File: config.mk
export PLATFORM = sky130hd
export DESIGN_NAME = space_to_tab_compressor_flat
export DESIGN_NICKNAME = d
export VERILOG_FILES = /design/src/rtl/stc_pkg.sv /design/src/rtl/stc_in_if.sv /design/src/rtl/stc_out_if.sv /design/src/rtl/stc_cfg.sv /design/src/rtl/stc_core.sv /design/src/rtl/space_to_tab_compressor.sv /design/src/flat_wrapper.sv
export SDC_FILE = /design/constraint.sdc
export NUM_CORES = 1
export LEC_CHECK = 0
export BUFFER_PORTS_ARGS = -buffer_cell sky130_fd_sc_hd__buf_2
export CORE_ASPECT_RATIO = 0.6
export CORE_MARGIN = 8
export CORE_UTILIZATION = 40
export CTS_BUF_LIST = sky130_fd_sc_hd__clkbuf_8
export DETAILED_ROUTE_END_ITERATION = 6
export PLACE_DENSITY_LB_ADDON = 0.2
export SLEW_MARGIN = 10
export SYNTH_ARGS = -nofsm -noshare
export SYNTH_HDL_FRONTEND = slang
export SYNTH_SLANG_ARGS = --single-unit
File: constraint.sdc
create_clock -name clk -period 3.6 [get_ports clk]
set_clock_uncertainty 0.1 [all_clocks]
set_input_delay 0.9 -clock clk [delete_from_list [all_inputs] [get_ports clk]]
set_output_delay 0.9 -clock clk [all_outputs]
set_load 0.1 [all_outputs]
File: src/rtl/stc_pkg.sv
`timescale 1ns / 1ps

package stc_pkg;

  localparam int unsigned CHAR_W = 8;

  typedef logic [CHAR_W-1:0] char_t;

  localparam char_t CH_NUL   = 8'h00;
  localparam char_t CH_TAB   = 8'h09;
  localparam char_t CH_NL    = 8'h0A;
  localparam char_t CH_FF    = 8'h0C;
  localparam char_t CH_CR    = 8'h0D;
  localparam char_t CH_SPACE = 8'h20;

endpackage

File: src/rtl/stc_in_if.sv
`timescale 1ns / 1ps

interface stc_in_if;
  logic            valid;
  logic            ready;
  stc_pkg::char_t  in_char;

  modport source (output valid, output in_char, input ready);
  modport sink   (input valid, input in_char, output ready);
endinterface

File: src/rtl/stc_out_if.sv
`timescale 1ns / 1ps

interface stc_out_if;
  logic            valid;
  logic            ready;
  stc_pkg::char_t  out_char;
  logic            last_of_run;

  modport source (output valid, output out_char, output last_of_run, input ready);
  modport sink   (input valid, input out_char, input last_of_run, output ready);
endinterface

File: src/rtl/stc_cfg.sv
`timescale 1ns / 1ps

module stc_cfg #(
  parameter int unsigned TAB_STOP = 8
) (
  input  logic                          clk,
  input  logic                          rst_n,
  input  logic                          cfg_we,
  input  stc_pkg::char_t                cfg_wdata,
  output logic [$clog2(TAB_STOP)-1:0]   start_phase,
  output logic                          reload
);
  import stc_pkg::*;

  localparam int unsigned PW = $clog2(TAB_STOP);

  logic [PW-1:0] start_phase_r;
  logic          reload_r;
  logic [15:0]   rem;

  // Restoring reduction of the written column modulo the tab stop
  always_comb begin
    rem = {8'd0, cfg_wdata};
    for (int k = 7; k >= 0; k--) begin
      if (rem >= (16'(TAB_STOP) << k)) begin
        rem = rem - (16'(TAB_STOP) << k);
      end
    end
  end

  always_ff @(posedge clk) begin
    if (!rst_n) begin
      start_phase_r <= '0;
      reload_r      <= 1'b0;
    end else begin
      reload_r <= cfg_we;
      if (cfg_we) begin
        start_phase_r <= rem[PW-1:0];
      end
    end
  end

  assign start_phase = start_phase_r;
  assign reload      = reload_r;

endmodule

File: src/rtl/stc_core.sv
`timescale 1ns / 1ps

module stc_core #(
  parameter int unsigned TAB_STOP = 8
) (
  input  logic                          clk,
  input  logic                          rst_n,
  input  logic [$clog2(TAB_STOP)-1:0]   start_phase,
  input  logic                          reload,
  stc_in_if.sink                        in_ch,
  stc_out_if.source                     out_ch
);
  import stc_pkg::*;

  localparam int unsigned PW = $clog2(TAB_STOP);
  localparam logic [PW-1:0] LAST_PHASE = PW'(TAB_STOP - 1);

  logic [PW-1:0] phase_r, phase_nxt;
  logic [PW-1:0] pending_r, pending_nxt;

  logic          work_valid_r, work_valid_nxt;
  char_t         work_char_r, work_char_nxt;
  logic [PW-1:0] work_spaces_r, work_spaces_nxt;

  logic          out_valid_r, out_valid_nxt;
  char_t         out_char_r, out_char_nxt;
  logic          out_last_r, out_last_nxt;

  logic          out_adv;
  logic          in_fire;
  logic [PW-1:0] phase_step;
  char_t         c;

  assign out_adv = !out_valid_r || out_ch.ready;
  assign in_ch.ready = !reload &&
                       (!work_valid_r || (out_adv && (work_spaces_r == '0)));
  assign in_fire = in_ch.valid && in_ch.ready;
  assign c = in_ch.in_char;

  always_comb begin
    phase_step = (phase_r == LAST_PHASE) ? '0 : phase_r + PW'(1);
    if (c == CH_NL || c == CH_CR || c == CH_FF) begin
      phase_step = '0;
    end
  end

  always_comb begin
    phase_nxt       = phase_r;
    pending_nxt     = pending_r;
    work_valid_nxt  = work_valid_r;
    work_char_nxt   = work_char_r;
    work_spaces_nxt = work_spaces_r;
    out_valid_nxt   = out_valid_r;
    out_char_nxt    = out_char_r;
    out_last_nxt    = out_last_r;

    // Drain the work slot: held spaces first, then the byte itself
    if (out_adv) begin
      out_valid_nxt = work_valid_r;
      if (work_valid_r) begin
        if (work_spaces_r != '0) begin
          out_char_nxt    = CH_SPACE;
          out_last_nxt    = 1'b0;
          work_spaces_nxt = work_spaces_r - PW'(1);
        end else begin
          out_char_nxt   = work_char_r;
          out_last_nxt   = 1'b1;
          work_valid_nxt = 1'b0;
        end
      end
    end

    if (reload) begin
      phase_nxt   = start_phase;
      pending_nxt = '0;
    end else if (in_fire) begin
      if (c == CH_NUL) begin
        // End of text: drop held spaces, re-arm the column
        phase_nxt       = start_phase;
        pending_nxt     = '0;
        work_valid_nxt  = 1'b1;
        work_char_nxt   = CH_NUL;
        work_spaces_nxt = '0;
      end else begin
        phase_nxt = phase_step;
        if (c == CH_SPACE) begin
          if (phase_step == '0) begin
            pending_nxt     = '0;
            work_valid_nxt  = 1'b1;
            work_char_nxt   = CH_TAB;
            work_spaces_nxt = '0;
          end else if (pending_r < LAST_PHASE) begin
            pending_nxt = pending_r + PW'(1);
          end
        end else begin
          pending_nxt     = '0;
          work_valid_nxt  = 1'b1;
          work_char_nxt   = c;
          work_spaces_nxt = pending_r;
        end
      end
    end
  end

  always_ff @(posedge clk) begin
    if (!rst_n) begin
      phase_r      <= '0;
      pending_r    <= '0;
      work_valid_r <= 1'b0;
      out_valid_r  <= 1'b0;
    end else begin
      phase_r      <= phase_nxt;
      pending_r    <= pending_nxt;
      work_valid_r <= work_valid_nxt;
      out_valid_r  <= out_valid_nxt;
    end
  end

  always_ff @(posedge clk) begin
    work_char_r   <= work_char_nxt;
    work_spaces_r <= work_spaces_nxt;
    out_char_r    <= out_char_nxt;
    out_last_r    <= out_last_nxt;
  end

  assign out_ch.valid       = out_valid_r;
  assign out_ch.out_char    = out_char_r;
  assign out_ch.last_of_run = out_last_r;

endmodule

File: src/rtl/space_to_tab_compressor.sv
`timescale 1ns / 1ps

// Channel   Dir  Transfer when   Payload
// in_ch     in   valid & ready   in_char[7:0]
// out_ch    out  valid & ready   out_char[7:0], last_of_run
// cfg       in   cfg_we high     cfg_wdata[7:0] (start column)
//
// One input byte per cycle while out_ch is not stalled; a byte with N held
// spaces stays in the work slot for N+1 output transfers, and the input
// stalls until its spaces are out. Input passes the work slot, then the
// output register. A start column write blocks input while the column
// reloads. rst_n is synchronous, active low; the column resets to zero.

module space_to_tab_compressor #(
  parameter int unsigned TAB_STOP = 8
) (
  input  logic            clk,
  input  logic            rst_n,
  stc_in_if.sink          in_ch,
  stc_out_if.source       out_ch,
  input  logic            cfg_we,
  input  stc_pkg::char_t  cfg_wdata
);
  import stc_pkg::*;

  localparam int unsigned PW = $clog2(TAB_STOP);

  logic [PW-1:0] start_phase;
  logic          reload;

  stc_cfg #(.TAB_STOP(TAB_STOP)) u_cfg (
    .clk         (clk),
    .rst_n       (rst_n),
    .cfg_we      (cfg_we),
    .cfg_wdata   (cfg_wdata),
    .start_phase (start_phase),
    .reload      (reload)
  );

  stc_core #(.TAB_STOP(TAB_STOP)) u_core (
    .clk         (clk),
    .rst_n       (rst_n),
    .start_phase (start_phase),
    .reload      (reload),
    .in_ch       (in_ch),
    .out_ch      (out_ch)
  );

endmodule

File: src/flat_wrapper.sv
// flat-port wrapper written by rule: the top's interface ports become plain ports
module space_to_tab_compressor_flat import stc_pkg::*;
#(
  parameter int unsigned TAB_STOP = 8
)
  (clk, rst_n, cfg_we, cfg_wdata, in_ch_valid, in_ch_in_char, in_ch_ready, out_ch_valid, out_ch_out_char, out_ch_last_of_run, out_ch_ready);
  stc_in_if in_ch_i ();
  stc_out_if out_ch_i ();
  input  logic clk;
  input  logic rst_n;
  input  logic cfg_we;
  input  stc_pkg::char_t cfg_wdata;
  input wire logic [$bits(in_ch_i.valid)-1:0] in_ch_valid;
  input wire logic [$bits(in_ch_i.in_char)-1:0] in_ch_in_char;
  output wire logic [$bits(in_ch_i.ready)-1:0] in_ch_ready;
  output wire logic [$bits(out_ch_i.valid)-1:0] out_ch_valid;
  output wire logic [$bits(out_ch_i.out_char)-1:0] out_ch_out_char;
  output wire logic [$bits(out_ch_i.last_of_run)-1:0] out_ch_last_of_run;
  input wire logic [$bits(out_ch_i.ready)-1:0] out_ch_ready;
  assign in_ch_i.valid = in_ch_valid;
  assign in_ch_i.in_char = in_ch_in_char;
  assign in_ch_ready = in_ch_i.ready;
  assign out_ch_valid = out_ch_i.valid;
  assign out_ch_out_char = out_ch_i.out_char;
  assign out_ch_last_of_run = out_ch_i.last_of_run;
  assign out_ch_i.ready = out_ch_ready;
  space_to_tab_compressor #(.TAB_STOP(TAB_STOP)) u_core (.clk(clk), .rst_n(rst_n), .in_ch(in_ch_i), .out_ch(out_ch_i), .cfg_we(cfg_we), .cfg_wdata(cfg_wdata));
endmodule
==> reports/qor.yml <==
clock_tree:
  cts-buffers-inserted: 5
  cts-root-buf: "clkbuf_8"
  cts.repair.resized: 0
  htree_num_levels: 2
  tritoncts: "done"
  hold_buffers: 0
  cts_sinks: 32
  clk_latency_ns: 0.28
  post_cts_buffers: 0
  cts_buffer_depth: 2
  cts.clk_slew.worst_paths_ns: 0.06
timing:
  setup_viol: 0
  fmax_ghz: 0.338
  fin_crit_sh_pct: 82.1
  tightest_slew_ns: 0.508
  hold_viol_final: 0
  relSlewSlack_pct: 65.9
  slew_viol_final: 0
  tns_ns: 0
  rsz0062_at_grt: "false"
  period_minus_slack_ns: 2.96
  fin_hold_ws_ns: 0.407
finish:
  finalInstanceArea_um2: 1730
  antenna_cells: 0
  drive_gt1_share_pct: 26.7
  final_cell_mix: "buf_2 (26), edfxtp_1 (17), dfxtp_1 (15)"
  fin_util_pct: 48.1
  layout.cells.most_common: "buf_2"
  nNetsFinal: 186
  area.growth.synth_to_final_pct: 17.2
  num-fill-cells: 336
yosys:
  netlist.area_leader.share_pct: 34.6
  synth_top_cell_by_area: "edfxtp_1"
  syn_area_um2: 1480
  ys_warn_count: 0
  avgSynthCellArea_um2: 11.3
  synth-edff-count: 17
  synth.area.top_cells: "edfxtp_1 (35%), dfxtp_1 (20%), ha_1 (4.2%)"
  seq_area_frac_synth_pct: 54.9
  syn-num-nets: 157
  synthFlopType: "edfxtp_1"
  synth_seq_cells: 32
  async_flop_share_pct: 0
  ys_types: 40
  syn_inst: 131
route:
  viasPerCell: 5.19
  wire_per_inst_um: 15.4
  wl_um: 3200
  dr.first_iter.drc_count: 29
  num_vias: 1080
  drc: 0
  drt-pass1-iter-count: 4
  antenna_left: 0
pwr:
  vdd_drop_max_mv: 0.278
  p_sw_w: 0.000384
  comb_power_share_pct: 31.0
  p_leak_nw: 0.662
  p_clk_share_pct: 25.1
  p_sw_share_pct: 36.9
  intPower_w: 0.000657
  seqPwrFrac_pct: 43.9
  p_per_area_nw_per_um2: 601
floorplan:
  die_w_um: 94.4
  start_util_pct: 41.1
  std_cell_rows: 17
  core_area_um2: 3590
  ios: 32
  fp.dieArea_um2: 5950
  die_h_um: 63.1
grt:
  antenna_found_initial: 0
  grt_max_degree: 12
  overflow: 0
  grt_pass1_wl_um: 5060
  grt_pass1_vias: 1051
  grtUsageTotal_pct: 11.1
worst_setup_path:
  critPathMaxStageDelay_ns: 0.44
  critical_path_buf_inv_count: 3
  critical_path_required_ns: 2.60
  cpLargestDelayFamily: "buffers and inverters"
  cp_max_fo: 6
  cpMostUsedCell: "buf_2"
  cp.arrival_ns: 1.96
  cp_slowest_cell: "buf_2"
  path_class: "input pin to output port"
  worstPathCellList: "buf_2 > nand2b_1 > a21boi_1 > buf_4 > nor2_1 > buf_2"
  cp-start-kind: "input pin"
  endpoint_kind: "output port"
place:
  dp_hpwl_um: 2450
  gp_congestion: 0.738
  port_buffers: 26
  placed_area_um2: 1650
status:
  status: "finished, final reports clean"
min_path:
  hp-class: "register to register"
flow_run:
  max_cap_viol_count: 0
power by group through the flow:
| stage | logic [W] | registers, W | clock network (W) |
|---|---|---|---|
| floorplan | 0.000149 | 0.000569 | 0 |
| detailed placement | 0.000323 | 0.000464 | 0 |
| global route | 0.000347 | 0.000460 | 0.000281 |
| CTS | 0.000324 | 0.000457 | 0.000267 |
| global placement | 0.000315 | 0.000462 | 0 |
| finish | 0.000323 | 0.000457 | 0.000261 |
routing by layer:
metal | up-vias | track usage (%) | share of wire, %
met4 | 0 | 4.72 | 1.4
met5 | - | 0 | 0
met3 | 7 | 4.26 | 5.2
li1 | 531 | - | -
met2 | 24 | 16.6 | 44
met1 | 518 | 13.9 | 49
kinds of logic after synthesis:
group                    count (synthesis)  synth area share, %
buffers and inverters                   14                 4.24
AND/OR/NAND/NOR                         48                 16.9
adder cells (fa/ha/maj)                  5                 4.24
XOR/XNOR                                 2                 1.19
flip-flops                              32                 54.9
AO/OA/AOI/OAI                           25                 15.0
multiplexers                             5                 3.47
final cells by class:
cell class / instances / area (um^2) / area share, %
multi-input combinational: 85 / 603 / 34.9
sequential: 32 / 811 / 46.9
inverter: 8 / 30.0 / 1.74
clock buffer: 5 / 68.8 / 3.98
timing repair buffer: 28 / 145 / 8.39
clock inverter: 3 / 13.8 / 0.795
tap: 47 / 58.8 / 3.40
worst paths after layout:
path | end | slack [ns] | cells past startpoint | from
hold / removal | u_core.u_core.out_ch.out_char[5] | 0.41 | 1 | u_core.u_core.work_char_r[5]
setup reg to reg | u_core.u_core.work_char_r[2] | 1.48 | 6 | u_core.u_core.phase_r[0]
setup / recovery | in_ch_ready | 0.64 | 6 | out_ch_ready
hold reg to reg | u_core.u_core.out_ch.out_char[5] | 0.41 | 1 | u_core.u_core.work_char_r[5]
through the flow:
stage                     setup WS, ns  std cells  total power [W]
after floorplan                  0.142        131         0.000718
after global placement           0.716        200         0.000777
after detailed placement         0.664        200         0.000787
after CTS                        0.662        208          0.00105
after global routing             0.555        208          0.00109
final                            0.643        208          0.00104
sequential cells by signal, summed over array words and instances (netlist names):
name and count:
u_core.u_core.out_ch.out_char 8, u_core.u_core.work_char_r 8, u_core.u_cfg.start_phase 3, u_core.u_core.pending_r 3, u_core.u_core.phase_r 3, u_core.u_core.work_spaces_r 3, u_core.u_cfg.reload 1, u_core.u_core.out_ch.last_of_run 1
u_core.u_core.out_ch.valid 1, u_core.u_core.work_valid_r 1
cells in the mapped netlist (2+ instances only):
cell type / instances
nand3_1: 7
inv_1: 6
nor3_1: 2
and2_1: 9
a32oi_1: 3
a211oi_1: 6
dfxtp_1: 15
a41oi_1: 2
nand2_1: 4
edfxtp_1: 17
o2bb2ai_1: 3
nand2b_1: 5
mux2i_1: 4
nor2_1: 14
xnor2_1: 2
ha_1: 5
clkbuf_1: 4
Note: power is estimated with default switching activity, not from simulation.
